==> src/hw/rtl/twgd_pkg.sv <==
// Shared types, constants and helper functions of the touch wheel dimmer.
package twgd_pkg;

  localparam int unsigned RawW    = 6;
  localparam int unsigned SectorW = 4;
  localparam int unsigned LevelW  = 7;
  localparam int unsigned StepsW  = 3;
  localparam int unsigned CountW  = 8;
  localparam int unsigned AddrW   = 3;
  localparam int unsigned DataW   = 32;

  localparam int unsigned QueueDepth = 2;

  localparam logic [SectorW-1:0] HalfTurn       = SectorW'(8);
  localparam logic [LevelW-1:0]  LevelMax       = LevelW'(100);
  localparam logic [LevelW-1:0]  LevelReset     = LevelW'(60);
  localparam logic [LevelW-1:0]  ButtonStep     = LevelW'(20);
  localparam logic [CountW-1:0]  IdleLimitReset = CountW'(200);
  localparam logic [RawW-1:0]    RotationReset  = RawW'(8);

  typedef enum logic [0:0] {
    REG_IDLE_LIMIT     = 1'b0,
    REG_WHEEL_ROTATION = 1'b1
  } reg_idx_e;

  typedef enum logic [1:0] {
    KIND_IDLE   = 2'd0,
    KIND_BUTTON = 2'd1,
    KIND_WHEEL  = 2'd2
  } kind_e;

  typedef struct packed {
    logic [CountW-1:0] idle_limit;
    logic [RawW-1:0]   wheel_rotation;
  } cfg_t;

  typedef struct packed {
    kind_e              kind;
    logic [SectorW-1:0] sector;
  } cmd_t;

  typedef struct packed {
    logic [LevelW-1:0]  level;
    logic               gesture_valid;
    logic [StepsW-1:0]  gesture_steps;
    logic               gesture_ccw;
    logic               button_press;
    logic [SectorW-1:0] sector;
    logic               sector_valid;
    logic               idle_timeout;
  } result_t;

  // Next multiple of the button step above lv; full brightness wraps to off.
  function automatic logic [LevelW-1:0] button_level(input logic [LevelW-1:0] lv);
    if (lv >= LevelMax) begin
      return '0;
    end else if (lv < ButtonStep) begin
      return ButtonStep;
    end else if (lv < LevelW'(2 * ButtonStep)) begin
      return LevelW'(2 * ButtonStep);
    end else if (lv < LevelW'(3 * ButtonStep)) begin
      return LevelW'(3 * ButtonStep);
    end else if (lv < LevelW'(4 * ButtonStep)) begin
      return LevelW'(4 * ButtonStep);
    end else begin
      return LevelMax;
    end
  endfunction

endpackage

==> src/hw/rtl/twgd_if.sv <==
// Sample and result channel interfaces of the touch wheel dimmer.
interface twgd_sample_if;
  logic       valid;
  logic       ready;
  logic       wheel_touched;
  logic [5:0] wheel_raw;
  logic       button_touched;

  modport source (output valid, output wheel_touched, output wheel_raw,
                  output button_touched, input ready);
  modport sink   (input valid, input wheel_touched, input wheel_raw,
                  input button_touched, output ready);
endinterface

interface twgd_result_if;
  logic       valid;
  logic       ready;
  logic [6:0] level;
  logic       gesture_valid;
  logic [2:0] gesture_steps;
  logic       gesture_ccw;
  logic       button_press;
  logic [3:0] sector;
  logic       sector_valid;
  logic       idle_timeout;

  modport source (output valid, output level, output gesture_valid, output gesture_steps,
                  output gesture_ccw, output button_press, output sector,
                  output sector_valid, output idle_timeout, input ready);
  modport sink   (input valid, input level, input gesture_valid, input gesture_steps,
                  input gesture_ccw, input button_press, input sector,
                  input sector_valid, input idle_timeout, output ready);
endinterface

==> src/hw/rtl/twgd_regs.sv <==
// APB configuration registers: idle limit and wheel rotation.
module twgd_regs (
  input  logic                       clk_i,
  input  logic                       rst_ni,
  input  logic                       psel_i,
  input  logic                       penable_i,
  input  logic                       pwrite_i,
  input  logic [twgd_pkg::AddrW-1:0] paddr_i,
  input  logic [twgd_pkg::DataW-1:0] pwdata_i,
  output logic [twgd_pkg::DataW-1:0] prdata_o,
  output logic                       pready_o,
  output twgd_pkg::cfg_t             cfg_o
);
  import twgd_pkg::*;

  cfg_t     cfg_q, cfg_d;
  reg_idx_e idx;
  logic     wr_en;

  assign idx      = reg_idx_e'(paddr_i[2]);
  assign pready_o = 1'b1;
  assign wr_en    = psel_i && penable_i && pwrite_i && pready_o;

  always_comb begin
    cfg_d = cfg_q;
    if (wr_en) begin
      unique case (idx)
        REG_IDLE_LIMIT:     cfg_d.idle_limit     = pwdata_i[CountW-1:0];
        REG_WHEEL_ROTATION: cfg_d.wheel_rotation = pwdata_i[RawW-1:0];
        default:            cfg_d                = cfg_q;
      endcase
    end
  end

  always_comb begin
    unique case (idx)
      REG_IDLE_LIMIT:     prdata_o = DataW'(cfg_q.idle_limit);
      REG_WHEEL_ROTATION: prdata_o = DataW'(cfg_q.wheel_rotation);
      default:            prdata_o = '0;
    endcase
  end

  always_ff @(posedge clk_i or negedge rst_ni) begin
    if (!rst_ni) begin
      cfg_q.idle_limit     <= IdleLimitReset;
      cfg_q.wheel_rotation <= RotationReset;
    end else begin
      cfg_q <= cfg_d;
    end
  end

  assign cfg_o = cfg_q;
endmodule

==> src/hw/rtl/twgd_front.sv <==
// Front end: take a sample, rotate and quantise the wheel, classify it.
module twgd_front (
  twgd_sample_if.sink                  smp,
  input  logic [twgd_pkg::RawW-1:0]    wheel_rotation_i,
  output logic                         push_valid_o,
  input  logic                         push_ready_i,
  output twgd_pkg::cmd_t               push_data_o
);
  import twgd_pkg::*;

  logic [RawW-1:0] pos;

  // rotate modulo the raw span, keep the top bits as the sector
  assign pos = smp.wheel_raw - wheel_rotation_i;

  always_comb begin
    push_data_o.sector = pos[RawW-1 -: SectorW];
    if (smp.wheel_touched) begin
      push_data_o.kind = KIND_WHEEL;
    end else if (smp.button_touched) begin
      push_data_o.kind = KIND_BUTTON;
    end else begin
      push_data_o.kind = KIND_IDLE;
    end
  end

  assign push_valid_o = smp.valid;
  assign smp.ready    = push_ready_i;
endmodule

==> src/hw/rtl/twgd_fifo.sv <==
// Short queue of classified samples between front and back end.
module twgd_fifo #(
  parameter int unsigned Depth = twgd_pkg::QueueDepth
) (
  input  logic           clk_i,
  input  logic           rst_ni,
  input  logic           push_valid_i,
  output logic           push_ready_o,
  input  twgd_pkg::cmd_t push_data_i,
  output logic           pop_valid_o,
  input  logic           pop_ready_i,
  output twgd_pkg::cmd_t pop_data_o
);
  import twgd_pkg::*;

  localparam int unsigned PtrW = (Depth > 1) ? $clog2(Depth) : 1;
  localparam int unsigned CntW = $clog2(Depth + 1);
  localparam logic [PtrW-1:0] LastPtr = PtrW'(Depth - 1);

  cmd_t            mem_q [Depth];
  logic [PtrW-1:0] wr_ptr_q, wr_ptr_d, rd_ptr_q, rd_ptr_d;
  logic [CntW-1:0] count_q, count_d;
  logic            push, pop;

  assign push_ready_o = (count_q != CntW'(Depth));
  assign pop_valid_o  = (count_q != '0);
  assign push         = push_valid_i && push_ready_o;
  assign pop          = pop_valid_o && pop_ready_i;
  assign pop_data_o   = mem_q[rd_ptr_q];

  always_comb begin
    wr_ptr_d = wr_ptr_q;
    rd_ptr_d = rd_ptr_q;
    count_d  = count_q;
    if (push) begin
      wr_ptr_d = (wr_ptr_q == LastPtr) ? '0 : wr_ptr_q + PtrW'(1);
    end
    if (pop) begin
      rd_ptr_d = (rd_ptr_q == LastPtr) ? '0 : rd_ptr_q + PtrW'(1);
    end
    if (push && !pop) begin
      count_d = count_q + CntW'(1);
    end else if (pop && !push) begin
      count_d = count_q - CntW'(1);
    end
  end

  always_ff @(posedge clk_i) begin
    if (push) begin
      mem_q[wr_ptr_q] <= push_data_i;
    end
  end

  always_ff @(posedge clk_i or negedge rst_ni) begin
    if (!rst_ni) begin
      wr_ptr_q <= '0;
      rd_ptr_q <= '0;
      count_q  <= '0;
    end else begin
      wr_ptr_q <= wr_ptr_d;
      rd_ptr_q <= rd_ptr_d;
      count_q  <= count_d;
    end
  end
endmodule

==> src/hw/rtl/twgd_back.sv <==
// Back end: gesture, button and idle state update with a result register.
module twgd_back (
  input  logic                        clk_i,
  input  logic                        rst_ni,
  input  logic [twgd_pkg::CountW-1:0] idle_limit_i,
  input  logic                        pop_valid_i,
  output logic                        pop_ready_o,
  input  twgd_pkg::cmd_t              pop_data_i,
  twgd_result_if.source               res
);
  import twgd_pkg::*;

  logic [SectorW-1:0] last_sector_q, last_sector_d;
  logic               last_valid_q, last_valid_d;
  logic [LevelW-1:0]  level_q, level_d;
  logic               gesture_active_q, gesture_active_d;
  logic               button_held_q, button_held_d;
  logic [CountW-1:0]  idle_count_q, idle_count_d;
  logic               out_valid_q, out_valid_d;
  result_t            res_q, res_d;

  logic               take;
  logic [SectorW-1:0] diff, neg_diff;
  logic               have, ccw, hold, apply;
  logic [StepsW-1:0]  steps;
  logic [StepsW:0]    delta;
  logic [LevelW:0]    level_up;
  logic [CountW-1:0]  count_inc;

  assign take        = pop_valid_i && (!out_valid_q || res.ready);
  assign pop_ready_o = !out_valid_q || res.ready;

  // signed sector step, half a turn is ambiguous and ignored
  assign diff      = pop_data_i.sector - last_sector_q;
  assign neg_diff  = SectorW'(0) - diff;
  assign have      = last_valid_q && (diff != HalfTurn);
  assign ccw       = have && diff[SectorW-1];
  assign steps     = ccw ? neg_diff[StepsW-1:0] : diff[StepsW-1:0];
  assign hold      = have && !gesture_active_q && (steps <= StepsW'(1));
  assign apply     = have && !hold && (steps != '0);
  assign delta     = {steps, 1'b0};  // gain of two
  assign level_up  = {1'b0, level_q} + (LevelW+1)'(delta);
  assign count_inc = idle_count_q + CountW'(1);

  always_comb begin
    last_sector_d    = last_sector_q;
    last_valid_d     = last_valid_q;
    level_d          = level_q;
    gesture_active_d = gesture_active_q;
    button_held_d    = button_held_q;
    idle_count_d     = idle_count_q;
    res_d            = res_q;
    out_valid_d      = out_valid_q && !res.ready;

    if (take) begin
      out_valid_d = 1'b1;
      res_d       = '0;
      unique case (pop_data_i.kind)
        KIND_WHEEL: begin
          button_held_d = 1'b0;
          idle_count_d  = '0;
          last_valid_d  = 1'b1;
          last_sector_d = hold ? last_sector_q : pop_data_i.sector;
          if (apply) begin
            gesture_active_d = 1'b1;
            if (ccw) begin
              level_d = ((LevelW+1)'(delta) > {1'b0, level_q}) ?
                        '0 : level_q - LevelW'(delta);
            end else begin
              level_d = (level_up > {1'b0, LevelMax}) ? LevelMax : level_up[LevelW-1:0];
            end
            res_d.gesture_valid = 1'b1;
            res_d.gesture_steps = steps;
            res_d.gesture_ccw   = ccw;
          end
          res_d.sector       = hold ? last_sector_q : pop_data_i.sector;
          res_d.sector_valid = 1'b1;
        end
        KIND_BUTTON: begin
          if (!button_held_q) begin
            button_held_d      = 1'b1;
            res_d.button_press = 1'b1;
            level_d            = button_level(level_q);
          end
          idle_count_d     = '0;
          last_valid_d     = 1'b0;
          gesture_active_d = 1'b0;
        end
        KIND_IDLE: begin
          button_held_d    = 1'b0;
          last_valid_d     = 1'b0;
          gesture_active_d = 1'b0;
          if (count_inc >= idle_limit_i) begin
            res_d.idle_timeout = 1'b1;
            idle_count_d       = '0;
          end else begin
            idle_count_d = count_inc;
          end
        end
        default: begin
          out_valid_d = 1'b0;
        end
      endcase
      res_d.level = level_d;
    end
  end

  always_ff @(posedge clk_i or negedge rst_ni) begin
    if (!rst_ni) begin
      last_sector_q    <= '0;
      last_valid_q     <= 1'b0;
      level_q          <= LevelReset;
      gesture_active_q <= 1'b0;
      button_held_q    <= 1'b0;
      idle_count_q     <= '0;
      out_valid_q      <= 1'b0;
    end else begin
      last_sector_q    <= last_sector_d;
      last_valid_q     <= last_valid_d;
      level_q          <= level_d;
      gesture_active_q <= gesture_active_d;
      button_held_q    <= button_held_d;
      idle_count_q     <= idle_count_d;
      out_valid_q      <= out_valid_d;
    end
  end

  always_ff @(posedge clk_i) begin
    res_q <= res_d;
  end

  assign res.valid         = out_valid_q;
  assign res.level         = res_q.level;
  assign res.gesture_valid = res_q.gesture_valid;
  assign res.gesture_steps = res_q.gesture_steps;
  assign res.gesture_ccw   = res_q.gesture_ccw;
  assign res.button_press  = res_q.button_press;
  assign res.sector        = res_q.sector;
  assign res.sector_valid  = res_q.sector_valid;
  assign res.idle_timeout  = res_q.idle_timeout;
endmodule

==> src/hw/rtl/touch_wheel_gesture_dimmer_unit.sv <==
// Top level of the touch wheel gesture dimmer.
//
//  Channel   Direction  Handshake         Carries
//  in_i      sink       valid/ready       wheel_touched, wheel_raw, button_touched
//  out_o     source     valid/ready       level, gesture and button flags, sector, timeout
//  APB       slave      psel/penable      idle_limit at 0x0, wheel_rotation at 0x4
//
//  One sample per cycle while the result channel is not stalled; an accepted request
//  passes through the queue and then the result register of the back end.
//  The queue absorbs up to QUEUE_DEPTH requests while a result waits.
//  Reset (rst_ni low, asynchronous) empties the queue and restores level 60.
//  A stalled result holds the back end; the front stalls only once the queue is full.
module touch_wheel_gesture_dimmer_unit #(
  parameter int unsigned QUEUE_DEPTH = twgd_pkg::QueueDepth
) (
  input  logic                       clk_i,
  input  logic                       rst_ni,
  input  logic                       psel_i,
  input  logic                       penable_i,
  input  logic                       pwrite_i,
  input  logic [twgd_pkg::AddrW-1:0] paddr_i,
  input  logic [twgd_pkg::DataW-1:0] pwdata_i,
  output logic [twgd_pkg::DataW-1:0] prdata_o,
  output logic                       pready_o,
  twgd_sample_if.sink                in_i,
  twgd_result_if.source              out_o
);
  import twgd_pkg::*;

  cfg_t cfg;
  logic push_valid, push_ready, pop_valid, pop_ready;
  cmd_t push_data, pop_data;

  // Configuration: the user must write it only while no request is in flight; not enforced here.
  twgd_regs u_regs (
    .clk_i     (clk_i),
    .rst_ni    (rst_ni),
    .psel_i    (psel_i),
    .penable_i (penable_i),
    .pwrite_i  (pwrite_i),
    .paddr_i   (paddr_i),
    .pwdata_i  (pwdata_i),
    .prdata_o  (prdata_o),
    .pready_o  (pready_o),
    .cfg_o     (cfg)
  );

  // Front: rotate, quantise to a sector and decide wheel, button or idle.
  twgd_front u_front (
    .smp              (in_i),
    .wheel_rotation_i (cfg.wheel_rotation),
    .push_valid_o     (push_valid),
    .push_ready_i     (push_ready),
    .push_data_o      (push_data)
  );

  // Decouple so that a stalled result does not block the sample side at once.
  twgd_fifo #(
    .Depth (QUEUE_DEPTH)
  ) u_fifo (
    .clk_i        (clk_i),
    .rst_ni       (rst_ni),
    .push_valid_i (push_valid),
    .push_ready_o (push_ready),
    .push_data_i  (push_data),
    .pop_valid_o  (pop_valid),
    .pop_ready_i  (pop_ready),
    .pop_data_o   (pop_data)
  );

  // Back: hysteresis, gesture steps, brightness clamp, button and idle timing.
  twgd_back u_back (
    .clk_i        (clk_i),
    .rst_ni       (rst_ni),
    .idle_limit_i (cfg.idle_limit),
    .pop_valid_i  (pop_valid),
    .pop_ready_o  (pop_ready),
    .pop_data_i   (pop_data),
    .res          (out_o)
  );
endmodule

==> src/flat_wrapper.sv <==
// flat-port wrapper written by rule: the top's interface ports become plain ports
module touch_wheel_gesture_dimmer_unit_flat import twgd_pkg::*;
#(
  parameter int unsigned QUEUE_DEPTH = twgd_pkg::QueueDepth
)
  (clk_i, rst_ni, psel_i, penable_i, pwrite_i, paddr_i, pwdata_i, prdata_o, pready_o, in_i_valid, in_i_wheel_touched, in_i_wheel_raw, in_i_button_touched, in_i_ready, out_o_valid, out_o_level, out_o_gesture_valid, out_o_gesture_steps, out_o_gesture_ccw, out_o_button_press, out_o_sector, out_o_sector_valid, out_o_idle_timeout, out_o_ready);
  twgd_sample_if in_i_i ();
  twgd_result_if out_o_i ();
  input  logic clk_i;
  input  logic rst_ni;
  input  logic psel_i;
  input  logic penable_i;
  input  logic pwrite_i;
  input  logic [twgd_pkg::AddrW-1:0] paddr_i;
  input  logic [twgd_pkg::DataW-1:0] pwdata_i;
  output logic [twgd_pkg::DataW-1:0] prdata_o;
  output logic pready_o;
  input wire logic [$bits(in_i_i.valid)-1:0] in_i_valid;
  input wire logic [$bits(in_i_i.wheel_touched)-1:0] in_i_wheel_touched;
  input wire logic [$bits(in_i_i.wheel_raw)-1:0] in_i_wheel_raw;
  input wire logic [$bits(in_i_i.button_touched)-1:0] in_i_button_touched;
  output wire logic [$bits(in_i_i.ready)-1:0] in_i_ready;
  output wire logic [$bits(out_o_i.valid)-1:0] out_o_valid;
  output wire logic [$bits(out_o_i.level)-1:0] out_o_level;
  output wire logic [$bits(out_o_i.gesture_valid)-1:0] out_o_gesture_valid;
  output wire logic [$bits(out_o_i.gesture_steps)-1:0] out_o_gesture_steps;
  output wire logic [$bits(out_o_i.gesture_ccw)-1:0] out_o_gesture_ccw;
  output wire logic [$bits(out_o_i.button_press)-1:0] out_o_button_press;
  output wire logic [$bits(out_o_i.sector)-1:0] out_o_sector;
  output wire logic [$bits(out_o_i.sector_valid)-1:0] out_o_sector_valid;
  output wire logic [$bits(out_o_i.idle_timeout)-1:0] out_o_idle_timeout;
  input wire logic [$bits(out_o_i.ready)-1:0] out_o_ready;
  assign in_i_i.valid = in_i_valid;
  assign in_i_i.wheel_touched = in_i_wheel_touched;
  assign in_i_i.wheel_raw = in_i_wheel_raw;
  assign in_i_i.button_touched = in_i_button_touched;
  assign in_i_ready = in_i_i.ready;
  assign out_o_valid = out_o_i.valid;
  assign out_o_level = out_o_i.level;
  assign out_o_gesture_valid = out_o_i.gesture_valid;
  assign out_o_gesture_steps = out_o_i.gesture_steps;
  assign out_o_gesture_ccw = out_o_i.gesture_ccw;
  assign out_o_button_press = out_o_i.button_press;
  assign out_o_sector = out_o_i.sector;
  assign out_o_sector_valid = out_o_i.sector_valid;
  assign out_o_idle_timeout = out_o_i.idle_timeout;
  assign out_o_i.ready = out_o_ready;
  touch_wheel_gesture_dimmer_unit #(.QUEUE_DEPTH(QUEUE_DEPTH)) u_core (.clk_i(clk_i), .rst_ni(rst_ni), .psel_i(psel_i), .penable_i(penable_i), .pwrite_i(pwrite_i), .paddr_i(paddr_i), .pwdata_i(pwdata_i), .prdata_o(prdata_o), .pready_o(pready_o), .in_i(in_i_i), .out_o(out_o_i));
endmodule
==> config.mk <==
export PLATFORM = sky130hd
export DESIGN_NAME = touch_wheel_gesture_dimmer_unit_flat
export DESIGN_NICKNAME = d
export VERILOG_FILES = /design/src/hw/rtl/twgd_pkg.sv /design/src/hw/rtl/twgd_if.sv /design/src/hw/rtl/twgd_regs.sv /design/src/hw/rtl/twgd_front.sv /design/src/hw/rtl/twgd_fifo.sv /design/src/hw/rtl/twgd_back.sv /design/src/hw/rtl/touch_wheel_gesture_dimmer_unit.sv /design/src/flat_wrapper.sv
export SDC_FILE = /design/constraint.sdc
export NUM_CORES = 1
export LEC_CHECK = 0
export ABC_AREA = 1
export BUFFER_PORTS_ARGS = -buffer_cell sky130_fd_sc_hd__buf_2
export CAP_MARGIN = 0
export CORE_UTILIZATION = 35
export DETAILED_ROUTE_END_ITERATION = 8
export GPL_ROUTABILITY_DRIVEN = 0
export PLACE_DENSITY = 0.54
export SYNTH_ARGS = -nofsm -noshare
export SYNTH_HDL_FRONTEND = slang
export SYNTH_SLANG_ARGS = --single-unit
==> constraint.sdc <==
create_clock -name clk_i -period 4.27 [get_ports clk_i]
set_clock_uncertainty 0.15 [all_clocks]
set_input_delay 0.2135 -clock clk_i [delete_from_list [all_inputs] [get_ports clk_i]]
set_output_delay 0.2135 -clock clk_i [all_outputs]
set_load 0.03 [all_outputs]
==> out/results.ini <==
[detailed_routing]
remaining_drc_errors = 0
routed_wl_mm = 10.1
dr_total_vias = 3795
drtIter0Drc = 191
antenna_left = 0
post_drt_wl_per_cell_um = 12.0
first_pass_iters = 5
viasPerCell = 4.53

[floorplan]
core-area_sq_um = 13200
die_y_um = 119
io_pins = 104
dieArea_sq_um = 14100
initial_core_util_pct = 36.0
die_x_um = 119
rows = 42

[global_route]
grt_start_max_net_pins = 42
grt_pass1_wl_mm = 16.7
overflow = 0
globalRouteTotalUtil_pct = 15.2
grt_pass1_vias = 3608
antenna_found_initial = 0

[synthesis]
synthesis.area_sq_um = 4770
yosysUniqueCellTypes = 39
synthSimpleGateAreaFrac_pct = 21.6
yosysWarnings = 0
syn_area_per_cell_sq_um = 8.20
synthMuxAreaShare_pct = 0.210
synthCells = 582
ys_seq_area_share_pct = 41.2
synth_top_family_by_area = simple AND/OR/NAND/NOR gates
async_flop_share_pct = 56.9
synth_xor_area_share_pct = 3.12
yosys_most_used_dff = dfrtp_1
synth-edff-count = 31
yosys.area_share.adder_pct = 9.13
synth_compound_area_share_pct = 9.91
ys_ff_latch = 72

[cts]
clock_path_buffers = 2
tritoncts = built
cts.sinks = 72
htreeDepth = 3
cts_made_buffers = 9
clk_pin_slew_ns = 0.06
cts_root_buffer = clkbuf_16
worstSkewPairLatency_ns = 0.34

[critical_path]
cp-start-kind = register
crit_required_ns = 4.21
crit_path_end_kind = register
critPathArrivalTime_ns = 4.00
cp_max_fo = 6
crit_type = reg2reg

[sta]
hold_viol_final = 0
slew_headroom_pct = 31.4
fin_crit_ns = 4.05
period_share_pct = 94.9
max_freq_mhz = 247
worst_slew_pin_slew_ns = 1.03
fin_ws_ns = 0.216
drv_slew = 0
whs_ns = 0.0277
setup_viol = 0

[final_layout]
n_antenna_cell = 0
nNetsFinal = 739
drive_gt1_share_pct = 20.4
layout_common_cells = nand2_1, inv_1, buf_2
final_util_pct = 42.7
area.growth.synth_to_final_pct = 18.6
mostFrequentLayoutCell = nand2_1

[place]
dp_hpwl_mm = 7.38
port_buffers = 52
place_ws_ns = -0.0844

[min_path]
min_path_type = in2reg

[run_status]
status = complete, no violations

[run]
cap_viol_max_count = 0

[what timing repair did]
item	in CTS	in global routing
gates resized for setup	3	23
hold buffers	10	0
setup endpoints to repair	10	14
endpoints found under the hold margin	48	0
pin swaps	0	5
buffers inserted	0	5
[registers in the layout, indices dropped and copies added (netlist names)]
signal                           cells
u_core.u_back.button_held_q          1
u_core.u_back.gesture_active_q       1
u_core.u_back.idle_count_q           8
u_core.u_back.last_sector_q          4
u_core.u_back.last_valid_q           1
u_core.u_back.level_q                7
u_core.u_back.res.button_press       1
u_core.u_back.res.gesture_ccw        1
u_core.u_back.res.gesture_steps      3
u_core.u_back.res.gesture_valid      1
u_core.u_back.res.idle_timeout       1
u_core.u_back.res.level              7
u_core.u_back.res.sector             4
u_core.u_back.res.sector_valid       1
u_core.u_back.res.valid              1
u_core.u_fifo.count_q                2
u_core.u_fifo.mem_q                 12
u_core.u_fifo.rd_ptr_q               1
u_core.u_fifo.wr_ptr_q               1
u_core.u_regs.cfg_o                 14
[layout make-up]
type | instances | area [sq um]
tap | 176 | 220
multi-input combinational | 386 | 2310
clock buffer | 13 | 262
inverter | 111 | 422
sequential | 72 | 1970
timing repair buffer | 76 | 465
fill | 1348 | 7580
clock inverter | 3 | 16.3
[stage by stage]
step                setup TNS (ns)  cell area [sq um]  instances
finish                           0               5660        837
global route               -0.0393               5660        837
CTS                              0               5530        832
detailed placement          -0.266               5140        806
global placement           -0.0667               5140        806
floorplan                        0               4860        605
[final timing paths]
check | start | endpoint | slack [ns] | depth (start not counted)
hold / removal | pwdata_i[5] | u_core.u_regs.cfg_o[11] | 0.03 | 3
setup / recovery | u_core.u_fifo.rd_ptr_q | u_core.u_back.res.level[0] | 0.22 | 21
max in group asynchronous | rst_ni | u_core.u_fifo.rd_ptr_q | 2.83 | 2
setup reg to reg | u_core.u_fifo.rd_ptr_q | u_core.u_back.res.level[0] | 0.22 | 21
hold reg to reg | u_core.u_fifo.count_q[0] | u_core.u_fifo.count_q[0] | 0.32 | 1
min in group asynchronous | rst_ni | u_core.u_back.gesture_active_q | 0.44 | 2
[synth_stat cells, types with 7 or more instances]
cell	number	area share [%]
ha_1	30	7.9
nor2_1	42	3.3
nand4_1	10	1.3
dfstp_2	8	4.4
nand2_1	120	9.4
nand2_2	7	0.92
dfrtp_1	33	17
xor2_1	10	1.8
xnor2_1	7	1.3
buf_4	25	3.9
o21ai_0	47	4.9
nand3_1	23	2.4
a21oi_1	25	2.6
inv_1	108	8.5
edfxtp_1	31	20
[per-layer routing]
metal,GRT usage (%),part of all wire [%],up-vias
li1,-,-,1947
met1,18.6,46,1718
met2,24.7,46,111
met3,4.83,5.5,19
met4,6.57,2.3,0
met5,0,0,-
[worst max-delay path: stages (launching register included)]
cell	delay [ns]
dfrtp_2	0.47
mux2i_4	0.31
ha_4	0.17
fa_1	0.42
buf_4	0.16
ha_1	0.28
inv_1	0.05
nand4_1	0.10
nand2_2	0.14
inv_1	0.11
fa_2	0.58
o21ai_0	0.08
nand2_1	0.07
inv_1	0.05
nand2_1	0.07
nand3_1	0.08
nand2_1	0.08
nand2_2	0.07
o211ai_1	0.12
nor2_2	0.07
nor2_2	0.12
nor2_1	0.05
[logic make-up after synthesis]
group                      Yosys count
other                                2
adders and majority gates           33
buffers and inverters              147
xor gates and xnor gates            17
and+or+nand+nor                    224
AOI/OAI and AO/OA                   86
muxes                                1
DFF                                 72
Power is left out: the tool's default activity adds up to more than one toggle a clock period on the data nets, which glitch-free logic cannot reach.
